[src/rtl/core/rca_pkg.sv]
// ----------------------------------------------------------------------------
// rca_pkg: shared types and constants of the rounded corner alpha mask
// Beat payloads, register indexes and reset values, fixed field widths and
// the square root pipeline geometry.
// ----------------------------------------------------------------------------
package rca_pkg;

  // Fixed field widths
  localparam int unsigned COORD_W  = 10;
  localparam int unsigned DIM_W    = 11;
  localparam int unsigned RADIUS_W = 18;
  localparam int unsigned CHAN_W   = 8;

  // Square root pipeline: squared distance padded to an even digit count
  localparam int unsigned D2_W          = 40;
  localparam int unsigned ROOT_W        = D2_W / 2;
  localparam int unsigned REM_W         = ROOT_W + 4;
  localparam int unsigned SQ_DIGITS_PER = 2;
  localparam int unsigned SQ_STAGES     = ROOT_W / SQ_DIGITS_PER;

  // Configuration register indexes
  localparam logic [1:0] REG_IMAGE_WIDTH   = 2'd0;
  localparam logic [1:0] REG_IMAGE_HEIGHT  = 2'd1;
  localparam logic [1:0] REG_CORNER_RADIUS = 2'd2;

  // Register reset values
  localparam logic [DIM_W-1:0]    RST_IMAGE_WIDTH   = 11'd64;
  localparam logic [DIM_W-1:0]    RST_IMAGE_HEIGHT  = 11'd64;
  localparam logic [RADIUS_W-1:0] RST_CORNER_RADIUS = 18'd2340;

  // What happens to the alpha of a pixel
  typedef enum logic [1:0] {
    ACT_KEEP,
    ACT_ZERO,
    ACT_SCALE
  } action_e;

  typedef struct packed {
    logic [COORD_W-1:0] column;
    logic [COORD_W-1:0] row;
    logic [CHAN_W-1:0]  red_in;
    logic [CHAN_W-1:0]  green_in;
    logic [CHAN_W-1:0]  blue_in;
    logic [CHAN_W-1:0]  alpha_in;
  } in_beat_t;

  typedef struct packed {
    logic [CHAN_W-1:0] red_out;
    logic [CHAN_W-1:0] green_out;
    logic [CHAN_W-1:0] blue_out;
    logic [CHAN_W-1:0] alpha_out;
  } out_beat_t;

  typedef struct packed {
    logic [CHAN_W-1:0] red;
    logic [CHAN_W-1:0] green;
    logic [CHAN_W-1:0] blue;
    logic [CHAN_W-1:0] alpha;
  } pix_t;

  // One beat inside the square root pipeline
  typedef struct packed {
    pix_t                pix;
    action_e             act;
    logic [RADIUS_W-1:0] r;
    logic [D2_W-1:0]     d2;
    logic [ROOT_W-1:0]   root;
    logic [REM_W-1:0]    rem;
  } sq_t;

endpackage

[src/rtl/core/rounded_corner_alpha_mask.sv]
// ----------------------------------------------------------------------------
// rounded_corner_alpha_mask: antialiased rounded rectangle alpha mask
// Clears or feathers the alpha of pixels in the four image corners.
// ----------------------------------------------------------------------------
// Usage:
//   Input channel in_valid_i/in_ready_o carries one pixel per beat with its
//   column and row. Output channel out_valid_o/out_ready_i carries the same
//   pixel with color unchanged and alpha masked, one beat per input beat,
//   in order.
//   Configuration (width, height, radius in Q.RADIUS_FRACTION_BITS) is
//   written through cfg_we_i/cfg_index_i/cfg_wdata_i while the stream is
//   idle; an unknown index is ignored.
//   Throughput is one beat per cycle while the receiver keeps out_ready_i
//   high. The pipeline has 4 geometry stages, a 10 stage square root (two
//   digits per stage), a factor stage and the output register.
//   Every stage holds its own valid bit, so empty stages fill while the
//   receiver stalls; the input stalls only when all 16 stages are full.
//   Reset empties the pipeline and loads width 64, height 64, radius 2340.
// ----------------------------------------------------------------------------
module rounded_corner_alpha_mask #(
  parameter int unsigned MAX_DIMENSION        = 1024,
  parameter int unsigned RADIUS_FRACTION_BITS = 8
) (
  input  logic                              clk_i,
  input  logic                              rst_ni,
  // configuration write port
  input  logic                              cfg_we_i,
  input  logic [1:0]                        cfg_index_i,
  input  logic [rca_pkg::RADIUS_W-1:0]      cfg_wdata_i,
  // pixel input
  input  logic                              in_valid_i,
  output logic                              in_ready_o,
  input  rca_pkg::in_beat_t                 in_data_i,
  // pixel output
  output logic                              out_valid_o,
  input  logic                              out_ready_i,
  output rca_pkg::out_beat_t                out_data_o
);

  localparam int unsigned F    = RADIUS_FRACTION_BITS;
  localparam int unsigned PW   = rca_pkg::DIM_W + F;
  localparam int unsigned RW   = rca_pkg::RADIUS_W;
  localparam int unsigned CW   = (PW > RW) ? PW : RW;
  localparam int unsigned SQS  = rca_pkg::SQ_STAGES;
  localparam int unsigned NS   = SQS + 6;
  localparam int unsigned SHR  = (F > 8) ? F - 8 : 0;
  localparam int unsigned SHL  = (F < 8) ? 8 - F : 0;
  localparam int unsigned RND  = (F > 8) ? (1 << (F - 9)) : 0;
  localparam logic [RW-1:0] ONE_R = RW'(1) << F;
  localparam logic [rca_pkg::DIM_W-1:0] MAX_DIM_SAT =
    (MAX_DIMENSION > 2047) ? 11'd2047 : 11'(MAX_DIMENSION);

  typedef struct packed {
    rca_pkg::pix_t               pix;
    logic                        pass;
    logic [RW-1:0]               r;
    logic [PW-1:0]               fx;
    logic [PW-1:0]               fy;
    logic [rca_pkg::DIM_W-1:0]   w;
    logic [rca_pkg::DIM_W-1:0]   h;
  } s1_t;

  typedef struct packed {
    rca_pkg::pix_t pix;
    logic          keep;
    logic [RW-1:0] r;
    logic [RW-1:0] dx;
    logic [RW-1:0] dy;
  } s2_t;

  typedef struct packed {
    rca_pkg::pix_t   pix;
    logic            keep;
    logic            feather;
    logic [RW-1:0]   r;
    logic [2*RW-1:0] dx2;
    logic [2*RW-1:0] dy2;
    logic [2*RW-1:0] outer2;
    logic [2*RW-1:0] inner2;
  } s3_t;

  typedef struct packed {
    rca_pkg::pix_t    pix;
    rca_pkg::action_e act;
    logic [7:0]       f8;
  } fs_t;

  // --------------------------------------------------------------------------
  // Configuration registers
  // --------------------------------------------------------------------------
  logic [rca_pkg::DIM_W-1:0] width_q, height_q;
  logic [RW-1:0]             radius_q;

  always_ff @(posedge clk_i or negedge rst_ni) begin
    if (!rst_ni) begin
      width_q  <= rca_pkg::RST_IMAGE_WIDTH;
      height_q <= rca_pkg::RST_IMAGE_HEIGHT;
      radius_q <= rca_pkg::RST_CORNER_RADIUS;
    end else if (cfg_we_i) begin
      unique case (cfg_index_i)
        rca_pkg::REG_IMAGE_WIDTH:   width_q  <= cfg_wdata_i[rca_pkg::DIM_W-1:0];
        rca_pkg::REG_IMAGE_HEIGHT:  height_q <= cfg_wdata_i[rca_pkg::DIM_W-1:0];
        rca_pkg::REG_CORNER_RADIUS: radius_q <= cfg_wdata_i;
        default: ;
      endcase
    end
  end

  // --------------------------------------------------------------------------
  // Pipeline flow control: a stage loads when empty or when its successor loads
  // --------------------------------------------------------------------------
  logic [NS-1:0] v_q;
  logic [NS-1:0] en;
  logic [NS-1:0] v_in;

  assign en[NS-1] = !v_q[NS-1] || out_ready_i;
  for (genvar k = 0; k < NS - 1; k++) begin : g_en
    assign en[k] = !v_q[k] || en[k+1];
  end
  assign v_in = {v_q[NS-2:0], in_valid_i};

  always_ff @(posedge clk_i or negedge rst_ni) begin
    if (!rst_ni) begin
      v_q <= '0;
    end else begin
      for (int k = 0; k < NS; k++) begin
        if (en[k]) v_q[k] <= v_in[k];
      end
    end
  end

  assign in_ready_o  = en[0];
  assign out_valid_o = v_q[NS-1];

  // --------------------------------------------------------------------------
  // Stage 1: saturate dimensions, clamp radius, place the pixel center
  // --------------------------------------------------------------------------
  s1_t s1_d, s1_q;
  logic [rca_pkg::DIM_W-1:0] w_sat, h_sat, m_sat;
  logic [PW-1:0]             rmax;

  always_comb begin
    w_sat = (width_q > MAX_DIM_SAT) ? MAX_DIM_SAT : width_q;
    h_sat = (height_q > MAX_DIM_SAT) ? MAX_DIM_SAT : height_q;
    m_sat = (w_sat < h_sat) ? w_sat : h_sat;
    rmax  = {m_sat, {F{1'b0}}} >> 1;

    s1_d.pix.red   = in_data_i.red_in;
    s1_d.pix.green = in_data_i.green_in;
    s1_d.pix.blue  = in_data_i.blue_in;
    s1_d.pix.alpha = in_data_i.alpha_in;
    s1_d.pass = (w_sat == '0) || (h_sat == '0) || (radius_q == '0) ||
                ({1'b0, in_data_i.column} >= w_sat) ||
                ({1'b0, in_data_i.row} >= h_sat);
    s1_d.r  = (CW'(radius_q) < CW'(rmax)) ? radius_q : rmax[RW-1:0];
    s1_d.fx = PW'({in_data_i.column, 1'b1, {(F-1){1'b0}}});
    s1_d.fy = PW'({in_data_i.row, 1'b1, {(F-1){1'b0}}});
    s1_d.w  = w_sat;
    s1_d.h  = h_sat;
  end

  always_ff @(posedge clk_i) begin
    if (en[0]) s1_q <= s1_d;
  end

  // --------------------------------------------------------------------------
  // Stage 2: find the corner square and the offsets from the circle center
  // --------------------------------------------------------------------------
  s2_t s2_d, s2_q;
  logic [CW-1:0] right, bottom, fxc, fyc, rc, dxw, dyw;
  logic          x_lo, x_hi, y_lo, y_hi;

  always_comb begin
    rc     = CW'(s1_q.r);
    fxc    = CW'(s1_q.fx);
    fyc    = CW'(s1_q.fy);
    right  = CW'({s1_q.w, {F{1'b0}}}) - rc;
    bottom = CW'({s1_q.h, {F{1'b0}}}) - rc;
    x_lo   = fxc < rc;
    x_hi   = fxc > right;
    y_lo   = fyc < rc;
    y_hi   = fyc > bottom;
    dxw    = x_lo ? rc - fxc : fxc - right;
    dyw    = y_lo ? rc - fyc : fyc - bottom;

    s2_d.pix  = s1_q.pix;
    s2_d.keep = s1_q.pass || !(x_lo || x_hi) || !(y_lo || y_hi);
    s2_d.r    = s1_q.r;
    s2_d.dx   = dxw[RW-1:0];
    s2_d.dy   = dyw[RW-1:0];
  end

  always_ff @(posedge clk_i) begin
    if (en[1]) s2_q <= s2_d;
  end

  // --------------------------------------------------------------------------
  // Stage 3: square the offsets and both edge radii
  // --------------------------------------------------------------------------
  s3_t           s3_d, s3_q;
  logic [RW-1:0] inner;

  always_comb begin
    s3_d.pix     = s2_q.pix;
    s3_d.keep    = s2_q.keep;
    s3_d.feather = s2_q.r > ONE_R;
    s3_d.r       = s2_q.r;
    inner        = s3_d.feather ? s2_q.r - ONE_R : '0;
    s3_d.dx2     = (2*RW)'(s2_q.dx) * (2*RW)'(s2_q.dx);
    s3_d.dy2     = (2*RW)'(s2_q.dy) * (2*RW)'(s2_q.dy);
    s3_d.outer2  = (2*RW)'(s2_q.r) * (2*RW)'(s2_q.r);
    s3_d.inner2  = (2*RW)'(inner) * (2*RW)'(inner);
  end

  always_ff @(posedge clk_i) begin
    if (en[2]) s3_q <= s3_d;
  end

  // --------------------------------------------------------------------------
  // Stage 4: sum the squared distance and classify against the edge band
  // --------------------------------------------------------------------------
  rca_pkg::sq_t      s4_d, s4_q;
  logic [2*RW:0]     d2;

  always_comb begin
    d2 = {1'b0, s3_q.dx2} + {1'b0, s3_q.dy2};
    s4_d.pix  = s3_q.pix;
    s4_d.r    = s3_q.r;
    s4_d.d2   = rca_pkg::D2_W'(d2);
    s4_d.root = '0;
    s4_d.rem  = '0;
    if (s3_q.keep) begin
      s4_d.act = rca_pkg::ACT_KEEP;
    end else if (s3_q.feather) begin
      if (d2 <= {1'b0, s3_q.inner2}) s4_d.act = rca_pkg::ACT_KEEP;
      else if (d2 >= {1'b0, s3_q.outer2}) s4_d.act = rca_pkg::ACT_ZERO;
      else s4_d.act = rca_pkg::ACT_SCALE;
    end else begin
      s4_d.act = (d2 <= {1'b0, s3_q.outer2}) ? rca_pkg::ACT_KEEP : rca_pkg::ACT_ZERO;
    end
  end

  always_ff @(posedge clk_i) begin
    if (en[3]) s4_q <= s4_d;
  end

  // --------------------------------------------------------------------------
  // Stages 5..14: square root, two result digits per stage
  // --------------------------------------------------------------------------
  rca_pkg::sq_t sq_in [SQS];
  rca_pkg::sq_t sq_d  [SQS];
  rca_pkg::sq_t sq_q  [SQS];

  assign sq_in[0] = s4_q;
  for (genvar g = 1; g < SQS; g++) begin : g_sq_link
    assign sq_in[g] = sq_q[g-1];
  end

  always_comb begin
    rca_pkg::sq_t             cur;
    logic [rca_pkg::REM_W-1:0] rem_sh;
    logic [rca_pkg::REM_W-1:0] trial;
    for (int g = 0; g < SQS; g++) begin
      cur = sq_in[g];
      for (int d = 0; d < rca_pkg::SQ_DIGITS_PER; d++) begin
        rem_sh = {cur.rem[rca_pkg::REM_W-3:0], cur.d2[rca_pkg::D2_W-1 -: 2]};
        trial  = rca_pkg::REM_W'({cur.root, 2'b01});
        cur.d2 = cur.d2 << 2;
        if (rem_sh >= trial) begin
          cur.rem  = rem_sh - trial;
          cur.root = {cur.root[rca_pkg::ROOT_W-2:0], 1'b1};
        end else begin
          cur.rem  = rem_sh;
          cur.root = {cur.root[rca_pkg::ROOT_W-2:0], 1'b0};
        end
      end
      sq_d[g] = cur;
    end
  end

  always_ff @(posedge clk_i) begin
    for (int g = 0; g < SQS; g++) begin
      if (en[4+g]) sq_q[g] <= sq_d[g];
    end
  end

  // --------------------------------------------------------------------------
  // Stage 15: coverage factor from radius minus distance, in Q0.8
  // --------------------------------------------------------------------------
  fs_t                       fs_d, fs_q;
  rca_pkg::sq_t              sq_last;
  logic [RW-1:0]             diff_raw, diff;
  logic [8:0]                f8;

  always_comb begin
    sq_last  = sq_q[SQS-1];
    diff_raw = sq_last.r - sq_last.root[RW-1:0];
    if (sq_last.root >= rca_pkg::ROOT_W'(sq_last.r)) diff = '0;
    else if (diff_raw > ONE_R) diff = ONE_R;
    else diff = diff_raw;
    f8 = 9'(((32'(diff) + RND) >> SHR) << SHL);

    fs_d.pix = sq_last.pix;
    fs_d.f8  = f8[7:0];
    fs_d.act = sq_last.act;
    if (sq_last.act == rca_pkg::ACT_SCALE) begin
      if (f8 == '0) fs_d.act = rca_pkg::ACT_ZERO;
      else if (f8[8]) fs_d.act = rca_pkg::ACT_KEEP;
    end
  end

  always_ff @(posedge clk_i) begin
    if (en[NS-2]) fs_q <= fs_d;
  end

  // --------------------------------------------------------------------------
  // Stage 16: scale alpha and hold the output beat
  // --------------------------------------------------------------------------
  rca_pkg::out_beat_t out_d, out_q;
  logic [15:0]        prod;

  always_comb begin
    prod            = {8'd0, fs_q.pix.alpha} * {8'd0, fs_q.f8} + 16'd128;
    out_d.red_out   = fs_q.pix.red;
    out_d.green_out = fs_q.pix.green;
    out_d.blue_out  = fs_q.pix.blue;
    unique case (fs_q.act)
      rca_pkg::ACT_KEEP:  out_d.alpha_out = fs_q.pix.alpha;
      rca_pkg::ACT_ZERO:  out_d.alpha_out = '0;
      rca_pkg::ACT_SCALE: out_d.alpha_out = prod[15:8];
      default:            out_d.alpha_out = fs_q.pix.alpha;
    endcase
  end

  always_ff @(posedge clk_i) begin
    if (en[NS-1]) out_q <= out_d;
  end

  assign out_data_o = out_q;

endmodule

[config.mk]
export PLATFORM = sky130hd
export DESIGN_NAME = rounded_corner_alpha_mask
export DESIGN_NICKNAME = d
export VERILOG_FILES = /design/src/rtl/core/rca_pkg.sv /design/src/rtl/core/rounded_corner_alpha_mask.sv
export SDC_FILE = /design/constraint.sdc
export NUM_CORES = 2
export LEC_CHECK = 0
export BUFFER_PORTS_ARGS = -buffer_cell sky130_fd_sc_hd__buf_2
export CAP_MARGIN = 10
export CORE_UTILIZATION = 44
export CTS_CLUSTER_SIZE = 30
export DETAILED_ROUTE_END_ITERATION = 8
export GPL_TIMING_DRIVEN = 0
export PLACE_DENSITY_LB_ADDON = 0.3
export SLEW_MARGIN = 20
export SYNTH_ARGS = -nofsm -noshare
export SYNTH_HDL_FRONTEND = slang
export SYNTH_SLANG_ARGS = --single-unit
[constraint.sdc]
create_clock -name clk_i -period 31.8 [get_ports clk_i]
set_clock_uncertainty 0.2 [all_clocks]
set_input_delay 1.59 -clock clk_i [delete_from_list [all_inputs] [get_ports clk_i]]
set_output_delay 1.59 -clock clk_i [all_outputs]
set_load 0.02 [all_outputs]
# Word-level counts from Yosys, hierarchy flattened
# Memories as Yosys holds them, arrays and structs flattened.
# Cells that the tools add are included.
dict set report classes {
  eq_ne 5
  n_mux 56
  reduce_logical 50
  n_addsub 29
  magnitude_cmp 35
  mul 5
}
# op count
set op_table {}
lappend op_table {{two-way mux 25 bit} 19}
lappend op_table {{>= comparator 24 x 22 -> 1 bit} 18}
lappend op_table {{subtractor 24 x 22 -> 24 bit} 18}
lappend op_table {{multiplier 18 x 18 -> 36 bit} 4}
lappend op_table {{subtractor 18 bit} 5}
lappend op_table {{<= comparator 37 x 36 -> 1 bit} 2}
lappend op_table {{two-way mux 18 bit} 4}
lappend op_table {{less-than comparator 18 bit} 3}
lappend op_table {{> comparator 18 x 19 -> 1 bit} 2}
lappend op_table {{subtractor 19 x 18 -> 19 bit} 2}
lappend op_table {{adder 36 x 36 -> 37 bit} 1}
lappend op_table {{>= comparator 37 x 36 -> 1 bit} 1}
lappend op_table {{> comparator 18 x 9 -> 1 bit (second input constant)} 2}
lappend op_table {{two-way mux 11 bit} 3}
lappend op_table {{logical OR 1 bit} 24}
lappend op_table {{>= comparator 10 x 11 -> 1 bit} 2}
lappend op_table {{> comparator 11 bit (second input constant)} 2}
lappend op_table {{logical NOT 11 bit} 2}
lappend op_table {{two-way mux 1 bit} 21}
lappend op_table {{>= comparator 20 x 18 -> 1 bit} 1}
lappend op_table {{logical NOT 1 bit} 18}
lappend op_table {{logical NOT 18 bit} 1}
lappend op_table {{two-way mux 9 bit} 2}
lappend op_table {{subtractor 18 x 9 -> 18 bit (second input constant)} 1}
lappend op_table {{12 further kinds} 22}
dict set report word_totals {
  output_inout_bits 34
  word_cells 247
  memories 1
  mem_bits_rw 1320
  regBits 595
}
# name words word_bits rd rd_clocked_by_memory_dff write_ports line_no
set mem_list {}
lappend mem_list {sq_q 10 132 10 0 10 rounded_corner_alpha_mask.sv:252} ;# rca_pkg::sq_t sq_q [SQS];

# Logic depth before layout (Yosys ltp)
dict set report logic_depth {
  ltp_word 17
  ltp_mapped 36
  depth_no_buf 32
}

# Worst setup path after synthesis
# OpenSTA, ideal clock, no wires.
dict set report synth_timing {
  kind {input to register}
  from {in out_ready_i}
  to {reg s3_q[0] (netlist name), enable pin}
  t_required_ps 30079
  stages 9
  slack_ps 20351
  arrival_time_ps 9727
  path_cell_list {nor2b_1 nand2_1 nor2_1 and2_1 and3_1 and3_1 nand3_1 nor2_1 nand2_1}
}
dict set report synth_between {
  elab_chain_len 14
}
# item line_no
set synth_lines {}
lappend synth_lines {{start, declared} rounded_corner_alpha_mask.sv:36} ;# input logic out_ready_i,
lappend synth_lines {{logical OR 1 bit} rounded_corner_alpha_mask.sv:116} ;# assign en[NS-1] = !v_q[NS-1] || out_ready_i;
lappend synth_lines {{logical OR 1 bit} rounded_corner_alpha_mask.sv:118} ;# assign en[k] = !v_q[k] || en[k+1];
lappend synth_lines {{via en[14]} rounded_corner_alpha_mask.sv:113} ;# logic [NS-1:0] en;
lappend synth_lines {{logical OR 1 bit (10 in a row)} rounded_corner_alpha_mask.sv:118}
lappend synth_lines {{via en[4]} rounded_corner_alpha_mask.sv:113}
lappend synth_lines {{logical OR 1 bit (2 in a row)} rounded_corner_alpha_mask.sv:118}
lappend synth_lines {{via en[2]} rounded_corner_alpha_mask.sv:113}
lappend synth_lines {{end signal, assigned} rounded_corner_alpha_mask.sv:216} ;# if (en[2]) s3_q <= s3_d;
lappend synth_lines {{end, declared} rounded_corner_alpha_mask.sv:200} ;# s3_t s3_d, s3_q;
# The timed path passes the listed nets, and every way through them passes these cells.
# A chain may end at the register's enable or synchronous reset.

==> impl_metrics.env <==
export IMPL_root_buffer="sky130_fd_sc_hd__clkbuf_16"
export IMPL_floorplan_die_height_um=499
export IMPL_routed_via_density=5.26
export IMPL_synth_async_reset_ratio=0.0363
export IMPL_port_buffers=110
export IMPL_final_hpwl_from_detailed_placement_mm=202
export IMPL_cp_slowest_cell="sky130_fd_sc_hd__clkbuf_1"
export IMPL_grt_max_degree=76
export IMPL_clk_sinks=1543
export IMPL_fin_tns_setup_ps=0
export IMPL_drt_wirelength_per_cell_um=19.3
export IMPL_cts_resized_gates=0
export IMPL_post_synth_cell_area_avg_um2=11.5
export IMPL_floorplan_initialDensity=0.444
export IMPL_antenna_violating_nets_left=0
export IMPL_crit_path_end_kind="register"
export IMPL_final_core_util=0.490
export IMPL_cp_data_required_time_ps=32100
export IMPL_status="completed"
export IMPL_dominantRegCellSynth="sky130_fd_sc_hd__edfxtp_1"
export IMPL_gp_congestion=0.931
export IMPL_multi_input_comb_area_um2=55500
export IMPL_timing_hold_worst_class="reg -> reg"
export IMPL_cts_reportedPaths_clkPinSlew_ps=60
export IMPL_drc_errors=0
export IMPL_ys_warnings_count=0
export IMPL_finalNetCount=11700
export IMPL_synthDominantCellAreaShare=0.412
export IMPL_syn_nets=11400
export IMPL_timing_final_max_slew_violations=0
export IMPL_drt_first_pass_iters=6
export IMPL_routed_wire_length_mm=252
export IMPL_drt_initial_drc_count=4625
export IMPL_critical_path_n_buffers_inverters=9
export IMPL_timing_critical_path_fanout_max=10
export IMPL_rows=181
export IMPL_layout_area_overhead_vs_synth_pct=10.2
export IMPL_sequential_cell_area_um2=46100
export IMPL_crit_type="reg -> reg"
export IMPL_yosys_area_top_type="sky130_fd_sc_hd__edfxtp_1"
export IMPL_grt_pass1_vias=71800
export IMPL_postCtsSetupBuffers=0
export IMPL_boundaryPins=111
export IMPL_tightestPinTransition_ps=1180
export IMPL_cts_tree="yes"
export IMPL_timing_fmax_ghz=0.0899
export IMPL_finalWorstPathRequiredPeriod_ps=11120
export IMPL_synth_yosys_seq_area_share=0.425
export IMPL_rsz0062_at_grt="false"
export IMPL_synth_edf_count=1487
export IMPL_track_usage=0.204
export IMPL_report_final_setup_viol=0
export IMPL_detailroute_via_count=68900
export IMPL_worst_path_largest_cell_delay_ps=670
export IMPL_setup_worst_path_start_class="register"
export IMPL_synthDistinctLibCells=113
export IMPL_fp_dieW_um=499
export IMPL_post_synth_top_count_cell="sky130_fd_sc_hd__inv_1"
export IMPL_largest_delay_contributor_family_on_the_critical_path="adder cells"
export IMPL_postSynthCellCount=9447
export IMPL_min_period_over_period=0.350
export IMPL_drive_above_1_share=0.0615
export IMPL_synthesis_area_um2=108000
export IMPL_critical_path_arrival_ps=11420
export IMPL_worstSkewPairLatency_ps=840
export IMPL_yosys_register_bits=1543
export IMPL_htree_num_levels=4
export IMPL_dieArea_um2=249000
export IMPL_floorplan_core_area_um2=244000
export IMPL_drv_cap=0
export IMPL_slew_headroom=0.205
export IMPL_cts_hold_buf=0
export IMPL_nFillCells=21700
export IMPL_cts_path_max_buffers=3
export IMPL_cts_buffers_inserted=164
export IMPL_synth_top_cells_by_area="sky130_fd_sc_hd__edfxtp_1 41%, sky130_fd_sc_hd__fa_1 17%, sky130_fd_sc_hd__ha_1 11%, sky130_fd_sc_hd__inv_1 5.8%, sky130_fd_sc_hd__xnor2_1 2.9%"
export IMPL_grt_first_pass_wirelength_mm=398
export IMPL_synth_top_cells_by_count="1686 x sky130_fd_sc_hd__inv_1, 1487 x sky130_fd_sc_hd__edfxtp_1, 931 x sky130_fd_sc_hd__ha_1, 908 x sky130_fd_sc_hd__fa_1, 644 x sky130_fd_sc_hd__nand2_1"
export IMPL_timing_hold_violations_final=0
export IMPL_grt_antenna_before_repair=10
export IMPL_gr_total_overflow=0
## logic make-up after synthesis
kind of cell | share of synthesized area
and+or+nand+nor | 0.101
AOI/OAI and AO/OA | 0.0791
muxes | 0.0121
adders and majority gates | 0.275
other | 0.0000346
buffers and inverters | 0.0646
DFF | 0.425
xor gates and xnor gates | 0.0435
## cell type report
class                           count  share of cell area
Antenna cell                        1           0.0000209
Buffer                            164             0.00543
Clock buffer                      199              0.0359
Clock inverter                    105              0.0121
Inverter                         1694              0.0534
Multi-Input combinational cell   6046               0.464
Sequential cell                  1543               0.385
Tap cell                         3202              0.0335
Timing Repair Buffer              143             0.00987
## registers in the layout (all words and copies together) (netlist names)
register,cells
v_q,16
rc,18
radius_q,18
fs_q,42
fyc,10
fxc,10
sq_q,959
width_q,11
out_data_o,32
s2_q,85
s1_q,55
height_q,11
s3_q,189
s4_q,87
## layer usage
metal / track usage / up-vias / wire [um]
met5: 0 / - / 10
met4: 0.0751 / 2 / 9530
met3: 0.0221 / 469 / 10700
met2: 0.350 / 1567 / 123000
met1: 0.268 / 34300 / 109000
li1: - / 32600 / -
## metrics by stage
| step | hold slack, ps | cell area (um2) | cells | setup WS [ps] |
|---|---|---|---|---|
| 2_1_floorplan | 200 | 108000 | 9447 | 20350 |
| 3_3_place_gp | 200 | 113000 | 12800 | 15620 |
| 3_5_place_dp | 205 | 114000 | 12800 | 20770 |
| 4_1_cts | 132 | 120000 | 13100 | 20690 |
| 5_1_grt | 158 | 120000 | 13100 | 20170 |
| 6_report | 144 | 120000 | 13100 | 20680 |
## path summary, 6_finish.rpt
path                              start      endpoint  slack [ps]  cells past startpoint
max                            s2_q[44]      s3_q[34]       20680                     32
min                        sq_q[2][105]  sq_q[3][105]         140                      0
max reg2reg                    s2_q[44]      s3_q[34]       20680                     32
min reg2reg                sq_q[2][105]  sq_q[3][105]         140                      0
max in group asynchronous        rst_ni  radius_q[12]       30150                      1
min in group asynchronous        rst_ni       v_q[12]         610                      1
## cells in the final DEF, fill, tap and decap left out, types with 40 or more instances in the layout
cell and n:
sky130_fd_sc_hd__a21o_1 207, sky130_fd_sc_hd__a21oi_1 446, sky130_fd_sc_hd__a31oi_1 43, sky130_fd_sc_hd__and2_1 253, sky130_fd_sc_hd__and3_1 53, sky130_fd_sc_hd__buf_2 120
sky130_fd_sc_hd__clkbuf_1 166, sky130_fd_sc_hd__clkbuf_16 165, sky130_fd_sc_hd__dfrtp_1 50, sky130_fd_sc_hd__edfxtp_1 1487, sky130_fd_sc_hd__fa_1 908, sky130_fd_sc_hd__ha_1 931
sky130_fd_sc_hd__inv_1 1680, sky130_fd_sc_hd__mux2_2 82, sky130_fd_sc_hd__nand2_1 639, sky130_fd_sc_hd__nand2b_1 90, sky130_fd_sc_hd__nand3_1 116, sky130_fd_sc_hd__nand4_1 75
sky130_fd_sc_hd__nor2_1 493, sky130_fd_sc_hd__nor2b_1 75, sky130_fd_sc_hd__nor3_1 140, sky130_fd_sc_hd__nor4_1 53, sky130_fd_sc_hd__o21a_1 61, sky130_fd_sc_hd__o21ai_0 247
sky130_fd_sc_hd__o21bai_1 48, sky130_fd_sc_hd__or2_2 40, sky130_fd_sc_hd__or3_1 49, sky130_fd_sc_hd__xnor2_1 357, sky130_fd_sc_hd__xor2_1 179
Power is not shown: default switching activity piles up to over one toggle a cycle in this logic, so the estimate is an artifact.
